<file path="src/hdl/ils_pkg.sv">
`default_nettype none

package ils_pkg;

  // Field widths of the two channels
  localparam int MODE_W     = 3;
  localparam int INDEX_W    = 6;
  localparam int VALUE_W    = 32;
  localparam int READ_W     = 32;
  localparam int STATUS_W   = 2;
  localparam int COUNT_W    = 7;

  // Parameter defaults
  localparam int CAPACITY_DEF   = 64;
  localparam int DATA_WIDTH_DEF = 32;

  // Operation codes on the mode field
  localparam logic [MODE_W-1:0] MODE_READ   = 3'd0;
  localparam logic [MODE_W-1:0] MODE_INSERT = 3'd1;
  localparam logic [MODE_W-1:0] MODE_APPEND = 3'd2;
  localparam logic [MODE_W-1:0] MODE_DELETE = 3'd3;
  localparam logic [MODE_W-1:0] MODE_CLEAR  = 3'd4;

  typedef enum logic [STATUS_W-1:0] {
    ST_OK    = 2'd0,
    ST_RANGE = 2'd1,
    ST_FULL  = 2'd2
  } status_t;

  // What every cell of the row does to its word
  typedef enum logic [1:0] {
    OP_HOLD   = 2'd0,
    OP_INSERT = 2'd1,
    OP_REMOVE = 2'd2,
    OP_APPEND = 2'd3
  } cell_op_t;

  typedef struct packed {
    cell_op_t op;
    logic     rd_hit;
    status_t  status;
  } ctrl_res_t;

endpackage

`default_nettype wire

</file>
<file path="src/hdl/ils_cell.sv">
`default_nettype none

module ils_cell import ils_pkg::*; #(
  parameter int DATA_WIDTH = DATA_WIDTH_DEF,
  parameter int IDX_W      = 6,
  parameter int POS        = 0
) (
  input  wire logic                  clk,
  input  wire cell_op_t              op,
  input  wire logic [IDX_W-1:0]      pos,
  input  wire logic [DATA_WIDTH-1:0] data_in,
  input  wire logic [DATA_WIDTH-1:0] left_i,
  input  wire logic [DATA_WIDTH-1:0] right_i,
  output logic      [DATA_WIDTH-1:0] word_o,
  output logic      [DATA_WIDTH-1:0] tap_o
);

  localparam logic [IDX_W-1:0] MY_POS = IDX_W'(POS);

  logic [DATA_WIDTH-1:0] word_r;
  logic [DATA_WIDTH-1:0] word_nxt;
  logic                  at_pos;
  logic                  above_pos;

  assign at_pos    = (pos == MY_POS);
  assign above_pos = (MY_POS > pos);

  always_comb begin
    word_nxt = word_r;
    case (op)
      OP_INSERT: begin
        if (at_pos) begin
          word_nxt = data_in;
        end else if (above_pos) begin
          word_nxt = left_i;
        end
      end
      OP_REMOVE: begin
        if (at_pos || above_pos) begin
          word_nxt = right_i;
        end
      end
      OP_APPEND: begin
        if (at_pos) begin
          word_nxt = data_in;
        end
      end
      default: word_nxt = word_r;
    endcase
  end

  always_ff @(posedge clk) begin
    word_r <= word_nxt;
  end

  assign word_o = word_r;
  // Drive the read bus only from the addressed cell
  assign tap_o  = at_pos ? word_r : '0;

endmodule

`default_nettype wire

</file>
<file path="config.mk">
export PLATFORM = sky130hd
export DESIGN_NAME = ils_cell
export DESIGN_NICKNAME = d
export VERILOG_FILES = /design/src/hdl/ils_pkg.sv /design/src/hdl/ils_cell.sv
export SDC_FILE = /design/constraint.sdc
export NUM_CORES = 1
export LEC_CHECK = 0
export BUFFER_PORTS_ARGS = -buffer_cell sky130_fd_sc_hd__buf_2
export CAP_MARGIN = 20
export CORE_ASPECT_RATIO = 1.1
export CORE_MARGIN = 3
export CORE_UTILIZATION = 41
export CTS_CLUSTER_SIZE = 14
export DETAILED_ROUTE_END_ITERATION = 12
export PLACE_DENSITY = 0.81
export SLEW_MARGIN = 20
export SYNTH_ARGS = -nofsm -noshare
export SYNTH_HDL_FRONTEND = slang
export SYNTH_SLANG_ARGS = --single-unit
</file>
<file path="constraint.sdc">
create_clock -name clk -period 3.95 [get_ports clk]
set_input_delay 1.185 -clock clk [delete_from_list [all_inputs] [get_ports clk]]
set_output_delay 1.185 -clock clk [all_outputs]
set_load 0.05 [all_outputs]
</file>
==> results.yml <==
sta:
  setup_slack_ps: 358
  max_slew_margin_pct: 47.4
  slew_viol_final: 0
  tightest_slew_ps: 789
  final_hold_viol_count: 0
  rsz0062_at_grt: "false"
  min_period_ps: 3590
  fmax_mhz: 278
  hold_ws_ps: 1280
  tns_ps: 0
  fin_crit_sh_pct: 90.9
  setup_viol: 0
clock_tree:
  htree_levels: 2
  cts.reportedPaths.clkPinSlew_ps: 70
  ctsResizeCount: 0
  clock_sinks: 32
  cts_hold_buf: 0
  cts_root_buf: "clkbuf_8"
  cts_buffers: 5
  cts_setup_buffers: 0
  clock_path_buffers: 2
  cts_tree: "yes"
setup_path:
  crit_chain: "buf_2 -> nor4_4 -> buf_12 -> and3_1 -> buf_2"
  crit_type: "in2out"
  critPathMostFrequentCell: "buf_2"
  end_kind: "primary output"
  cpLargestDelayFamily: "buffers and inverters"
  cp-start-kind: "input pin"
  required_ps: 2760
  cp_slowest_cell: "nor4_4"
  critPathBufInv: 3
  startpoint: "pos[5]"
  cp_max_fo: 64
  cp.arrival_ps: 2410
  max_stage_delay_ps: 320
global_route:
  antenna_found_initial: 0
  grtUsageTotal_pct: 21.6
  grt_max_degree: 68
  grt_pass1_vias: 2349
  grt.overflow.total: 0
  grt_pass1_wl_mm: 11.6
logic_synthesis:
  async_reset_ff_share_pct: 0
  ys.flop_type: "edfxtp_1"
  synth_nets: 335
  yosys_warnings: 0
  synthDistinctLibCells: 23
  ys_seq_area_share_pct: 41.1
  synth_area_um2: 2340
  syn_inst: 230
  synth_edf_count: 32
  synth-seq-cells: 32
  avgSynthCellArea_um2: 10.2
final_layout:
  final_net_count: 486
  largest_register_ffs: 32
  final_util_pct: 59.9
  nFillCells: 468
  drive_gt1_share_pct: 49.0
  antennaDiodeCount: 0
  syn_to_final_growth_pct: 39.3
floorplanning:
  design.die.area_um2: 6640
  die_h_um: 85.2
  num_io_pins: 169
  die_w_um: 78.0
  fp.coreArea_um2: 5430
  num_rows: 28
  start_util_pct: 43.0
power_and_ir_drop:
  powerDensity_nw_per_um2: 250
  worst_ir_drop_vdd_uv: 147
  power_leakage_nw: 1.65
routing:
  wl_per_cell_um: 16.7
  drtPass1Iterations: 4
  num_vias: 2590
  drtIter0Drc: 153
  detail-route-antenna-nets: 0
  drc: 0
  routed_wl_mm: 7.61
  vias_per_cell: 5.67
status:
  status: "complete, no violations"
placed_design:
  dp.final_hpwl_mm: 5.17
  pre_cts_ws_ps: 374
  io_buffers: 168
  place_congestion: 0.762
flow_run:
  maxCapViolations: 0
min_path:
  hold_path_class: "in2reg"
  holdCritStartpoint: "left_i[7]"
-- cell usage after synthesis (2+ instances only) --
library cell,number,share of area (%)
and3_1,32,8.6
a31oi_1,31,8.3
buf_6,4,1.9
buf_8,3,1.9
o21ai_0,2,0.43
buf_2,4,0.86
nor2_1,2,0.32
mux2i_1,31,13
o21ai_1,29,6.2
clkbuf_1,18,2.9
edfxtp_1,32,41
a22oi_1,31,10
-- per-layer routing --
metal	track usage (%)	wire length, um
met1	25.0	2850
met5	0	0
met2	40.7	4090
met4	4.45	72
met3	4.88	601
-- cells in the final DEF, fill, tap and decap left out, drive strengths merged --
master	instances
nor3	2
buf	174
mux2i	31
clkbuf	5
o32ai	1
nor2	2
clkinv	3
and3	32
or2	1
or4	1
nor3b	1
nand2	1
a31oi	31
edfxtp	32
o21ai	31
a22oi	31
nor4	3
-- cells by family (layout without fill, tap and decap cells) --
family                 Yosys count  count (layout)  synth area share, %
buffers and inverters           30             182                 7.82
AOI/OAI and AO/OA               94              94                 25.3
and+or+nand+nor                 43              43                 12.5
DFF                             32              32                 41.1
muxes                           31              31                 13.3
-- layout make-up --
| type | instances | area, um2 | area share [%] |
|---|---|---|---|
| flip-flops and latches | 32 | 961 | 29.5 |
| clock buffers | 5 | 68.8 | 2.11 |
| well taps | 75 | 93.8 | 2.88 |
| clock inverters | 3 | 13.8 | 0.423 |
| repair buffers | 174 | 911 | 28.0 |
| multi-input cells | 168 | 1210 | 37.1 |
-- power breakdown --
group	total, mW	switching (mW)	leakage (nW)	internal [mW]
Clock	0.239	0.119	0.0453	0.119
Sequential	0.383	0.00150	0.297	0.381
Combinational	0.193	0.107	1.31	0.0858
Total	0.815	0.228	1.65	0.586
-- stage by stage --
step	area (um2)	power, mW	cells
after detailed placement	3170	0.582	449
after global placement	3170	0.576	449
after global routing	3250	0.852	457
final	3250	0.815	457
after floorplan	2340	0.504	230
after CTS	3250	0.822	457
-- final timing paths --
check	to	slack [ps]	depth (start not counted)
setup / recovery	tap_o[21]	360	5
hold / removal	word_o[7]$_DFFE_PP_	1280	3
No activity file was read; power rests on OpenSTA's default activity.
