### config.mk
export PLATFORM = sky130hd
export DESIGN_NAME = ils_ctrl
export DESIGN_NICKNAME = d
export VERILOG_FILES = /design/src/hdl/ils_pkg.sv /design/src/hdl/ils_ctrl.sv
export SDC_FILE = /design/constraint.sdc
export NUM_CORES = 1
export LEC_CHECK = 0
export BUFFER_PORTS_ARGS = -buffer_cell sky130_fd_sc_hd__buf_2
export CORE_AREA = 8 8 66 79
export DETAILED_ROUTE_END_ITERATION = 7
export DIE_AREA = 0 0 74 87
export GPL_ROUTABILITY_DRIVEN = 0
export PLACE_DENSITY_LB_ADDON = 0.2
export SLEW_MARGIN = 20
export SYNTH_ARGS = -nofsm -noshare
export SYNTH_HDL_FRONTEND = slang
export SYNTH_SLANG_ARGS = --single-unit
### constraint.sdc
create_clock -name clk -period 2.39 [get_ports clk]
set_input_delay 0.239 -clock clk [delete_from_list [all_inputs] [get_ports clk]]
set_output_delay 0.239 -clock clk [all_outputs]
set_load 0.01 [all_outputs]
### src/hdl/ils_pkg.sv
`default_nettype none

package ils_pkg;

  // Field widths of the two channels
  localparam int MODE_W     = 3;
  localparam int INDEX_W    = 6;
  localparam int VALUE_W    = 32;
  localparam int READ_W     = 32;
  localparam int STATUS_W   = 2;
  localparam int COUNT_W    = 7;

  // Parameter defaults
  localparam int CAPACITY_DEF   = 64;
  localparam int DATA_WIDTH_DEF = 32;

  // Operation codes on the mode field
  localparam logic [MODE_W-1:0] MODE_READ   = 3'd0;
  localparam logic [MODE_W-1:0] MODE_INSERT = 3'd1;
  localparam logic [MODE_W-1:0] MODE_APPEND = 3'd2;
  localparam logic [MODE_W-1:0] MODE_DELETE = 3'd3;
  localparam logic [MODE_W-1:0] MODE_CLEAR  = 3'd4;

  typedef enum logic [STATUS_W-1:0] {
    ST_OK    = 2'd0,
    ST_RANGE = 2'd1,
    ST_FULL  = 2'd2
  } status_t;

  // What every cell of the row does to its word
  typedef enum logic [1:0] {
    OP_HOLD   = 2'd0,
    OP_INSERT = 2'd1,
    OP_REMOVE = 2'd2,
    OP_APPEND = 2'd3
  } cell_op_t;

  typedef struct packed {
    cell_op_t op;
    logic     rd_hit;
    status_t  status;
  } ctrl_res_t;

endpackage

`default_nettype wire

### src/hdl/ils_ctrl.sv
`default_nettype none

module ils_ctrl import ils_pkg::*; #(
  parameter int CAPACITY = CAPACITY_DEF,
  parameter int IDX_W    = 6,
  parameter int CNT_W    = 7
) (
  input  wire logic               clk,
  input  wire logic               rst_n,
  input  wire logic               accept,
  input  wire logic [MODE_W-1:0]  mode,
  input  wire logic [INDEX_W-1:0] index,
  output ctrl_res_t               res,
  output logic      [IDX_W-1:0]   pos,
  output logic      [CNT_W-1:0]   count_nxt
);

  localparam int CMP_W = (CNT_W > INDEX_W) ? CNT_W : INDEX_W;
  localparam logic [CNT_W-1:0] CAP = CNT_W'(CAPACITY);
  localparam logic [CNT_W-1:0] ONE = CNT_W'(1);

  logic [CNT_W-1:0] count_r;
  logic [CMP_W-1:0] idx_ext;
  logic [CMP_W-1:0] cnt_ext;
  logic             in_range;
  logic             full;
  logic             idx_zero;

  assign idx_ext  = CMP_W'(index);
  assign cnt_ext  = CMP_W'(count_r);
  assign in_range = (idx_ext < cnt_ext);
  assign full     = (count_r == CAP);
  assign idx_zero = (index == '0);

  always_comb begin
    res.op     = OP_HOLD;
    res.rd_hit = 1'b0;
    res.status = ST_OK;
    pos        = idx_ext[IDX_W-1:0];
    count_nxt  = count_r;
    case (mode)
      MODE_READ: begin
        if (in_range) begin
          res.rd_hit = 1'b1;
        end else begin
          res.status = ST_RANGE;
        end
      end
      MODE_INSERT: begin
        if (!idx_zero && !in_range) begin
          res.status = ST_RANGE;
        end else if (full) begin
          res.status = ST_FULL;
        end else begin
          res.op    = OP_INSERT;
          count_nxt = count_r + ONE;
        end
      end
      MODE_APPEND: begin
        pos = count_r[IDX_W-1:0];
        if (full) begin
          res.status = ST_FULL;
        end else begin
          res.op    = OP_APPEND;
          count_nxt = count_r + ONE;
        end
      end
      MODE_DELETE: begin
        if (in_range) begin
          res.op    = OP_REMOVE;
          count_nxt = count_r - ONE;
        end else begin
          res.status = ST_RANGE;
        end
      end
      MODE_CLEAR: begin
        count_nxt = '0;
      end
      default: begin
        res.op = OP_HOLD;
      end
    endcase
    // No shift without a transaction
    if (!accept) begin
      res.op = OP_HOLD;
    end
  end

  always_ff @(posedge clk) begin
    if (!rst_n) begin
      count_r <= '0;
    end else if (accept) begin
      count_r <= count_nxt;
    end
  end

endmodule

`default_nettype wire

==> impl_metrics.toml <==
[worst_hold_path]
hold_end = "cnt_ext[6]"
min_path_cells = 2
hold_class = "in -> reg"
worstHoldStart = "rst_n"

[routing]
dr_total_vias = 1495
route.antenna.remaining_nets = 0
vias_per_cell = 5.62
routed_wl_mm = 4.59
drt_pass1_iterations = 5
drc = 0
drt_iter0_markers = 72
wl_per_cell_um = 17.2

[sta]
fin_crit_sh_pct = 103
worst_slack_ns = -0.0749
rsz0062_at_grt = "true"
finalSetupViolations = 6
finalHoldViolCount = 0
period_needed_ns = 2.46
slew_headroom_pct = 77.9
fin_skew_ns = 0.00290
maxSlewViolCount = 0
setup_tns_ns = -0.204
worst_pin_slew_ns = 0.322
max_freq_mhz = 406

[placed_design]
place.detailed.hpwl_mm = 3.29
io_buffers = 29

[critical_path]
critical_path.max_fanout = 6
worst-setup-path-type = "reg -> out"
start_kind = "register"
required_ns = 2.15
endpoint_kind = "output port"
r2r_slack_ns = 0.11
cp.arrival_ns = 2.23
regToRegEndpoint = "cnt_ext[2]"
r2r_cells = 11
r2r-start = "cnt_ext[1]"

[synthesis]
synth_flop_cell = "dfxtp_1"
syn_area_um2 = 1140
yosys_register_bits = 7
syn_area_per_cell_um2 = 7.53
syn_nets = 170
yosysWarnings = 0
synth_enable_flop_cells = 0
yosysUniqueCellTypes = 58
ys_seq_area_share_pct = 12.3
async_reset_ff_share_pct = 0
netlist_instances = 151

[clock_network]
cts_tree = "built"
htreeDepth = 1
clock_sinks = 7
clkTransAtPathRegs_ns = 0.05
cts.path.max_buffers = 2
insertion_delay_ns = 0.23
cts_buffers = 3
clock-root-buffer = "clkbuf_8"

[final_layout]
final_common_cell = "buf_4"
final_cell_mix = "buf_4 (29), buf_2 (28), nor2_1 (10)"
largest_register_ffs = 7
num_antenna_cells = 0
area_growth_pct = 62.9
fillCellCount = 406
drive_above_1_share_pct = 60.0
fin_nets = 230

[floorplan]
dieArea_um2 = 6440
fp.dieW_um = 74
die_h_um = 87
start_util_pct = 28.0
rows = 26
io_pins = 30
core_area_um2 = 4070

[power_and_ir_drop]
power_density_nw_per_um2 = 380
irDropWorstVdd_v = 0.000225
fin_total_pwr_w = 0.000703
leakagePower_nw = 0.745

[grt]
grt_pass1_wl_mm = 7.20
grt_max_degree = 15
overflow = 0
grtUsageTotal_pct = 14.3
grt_pass1_vias = 1486
antenna_found_initial = 0

[run_status]
status = "finished, violations left"
failed_checks = "negative setup slack"

[flow_run]
max_cap_violations = 0
## synth_stat cells (all sizes together) (2+ instances only)
master,instances,area (um2)
o21ai,7,35.0
nand2,13,56.3
buf,3,17.5
nor2,13,48.8
clkbuf,4,26.3
a21oi,9,56.3
nor3,7,35.0
and2,5,33.8
xnor2,2,17.5
a21o,2,16.3
and3,3,20.0
a211oi,4,35.0
nand4,3,18.8
nor2b,2,12.5
nor4,3,18.8
mux2,6,67.6
a31oi,5,46.3
a41oi,3,33.8
o31a,2,18.8
a2111oi,3,27.5
dfxtp,7,140
a211o,3,26.3
inv,10,37.5
nand3,6,30.0
ha,7,87.6
o31ai,2,20.0
## worst max-delay path by stage
| stage | cells past startpoint | end | start | slack (ns) |
|---|---|---|---|---|
| 2_1_floorplan | 9 | count_nxt[3] | cnt_ext[4] | 0.007 |
| 3_3_place_gp | 10 | count_nxt[3] | cnt_ext[5] | 0.02 |
| 3_5_place_dp | 10 | count_nxt[3] | index[4] | -0.003 |
| 4_1_cts | 10 | count_nxt[3] | cnt_ext[5] | -0.04 |
| 5_1_grt | 9 | count_nxt[3] | cnt_ext[1] | -0.16 |
| 6_report | 9 | count_nxt[3] | cnt_ext[1] | -0.07 |
## layout make-up
type                            instances  area (um2)  share of cell area, %
Inverter                               10        40.0                   2.16
Tap cell                               56        70.1                   3.78
Clock buffer                            4        45.0                   2.43
Timing Repair Buffer                   62         414                   22.3
Multi-Input combinational cell        127        1140                   61.4
Sequential cell                         7         145                   7.83
## metal layers
layer	wire [um]	vias to the layer above	global-route usage, %
met4	59	0	4.92
met3	276	8	2.76
met1	1850	726	15.7
met5	0	-	0
met2	2400	56	25.9
li1	-	705	-
## where the power goes
part           total, W  internal, W  leakage [nW]  switching, W
clock network  0.000181     0.000117        0.0228     0.0000646
registers      0.000133     0.000124        0.0590    0.00000846
logic          0.000390     0.000182         0.663      0.000207
total          0.000703     0.000423         0.745      0.000280
## cell families (layout without fill, tap and decap cells)
logic type	after synthesis	in the layout	synth area share [%]
compound gates	52	52	37.4
simple gates	59	59	27.1
xor+xnor	2	2	1.54
fa+ha+maj	7	7	7.70
flops	7	7	12.3
mux	7	7	6.82
buf+inv	17	76	7.15
## worst max-delay path, cell delays in order, from the launching register on
cell and delay [ns]:
dfxtp_2 0.34, inv_4 0.05, ha_4 0.21, a211o_4 0.36, a21oi_4 0.31, o31ai_4 0.11, a2111oi_2 0.29, buf_4 0.16
a21oi_2 0.02, buf_2 0.14
## timing repair
action / 4_1_cts / 5_1_grt
gates resized for setup: 31 / 21
hold buffers: 0 / 0
setup endpoints to repair: 9 / 11
buffers inserted: 13 / 3
pin swaps: 17 / 8
## through the flow
step / hold slack, ns / instance area, um2 / setup WS, ns / utilization (%) / cells
2_1_floorplan: 0.377 / 1150 / 0.00679 / - / 151
3_3_place_gp: 0.575 / 1450 / 0.0151 / 35.7 / 247
3_5_place_dp: 0.569 / 1450 / -0.00306 / 35.7 / 247
4_1_cts: 0.329 / 1730 / -0.0441 / 42.6 / 264
5_1_grt: 0.342 / 1850 / -0.162 / 45.6 / 266
6_report: 0.343 / 1850 / -0.0749 / 45.6 / 266
(Power assumes the default switching activity.)
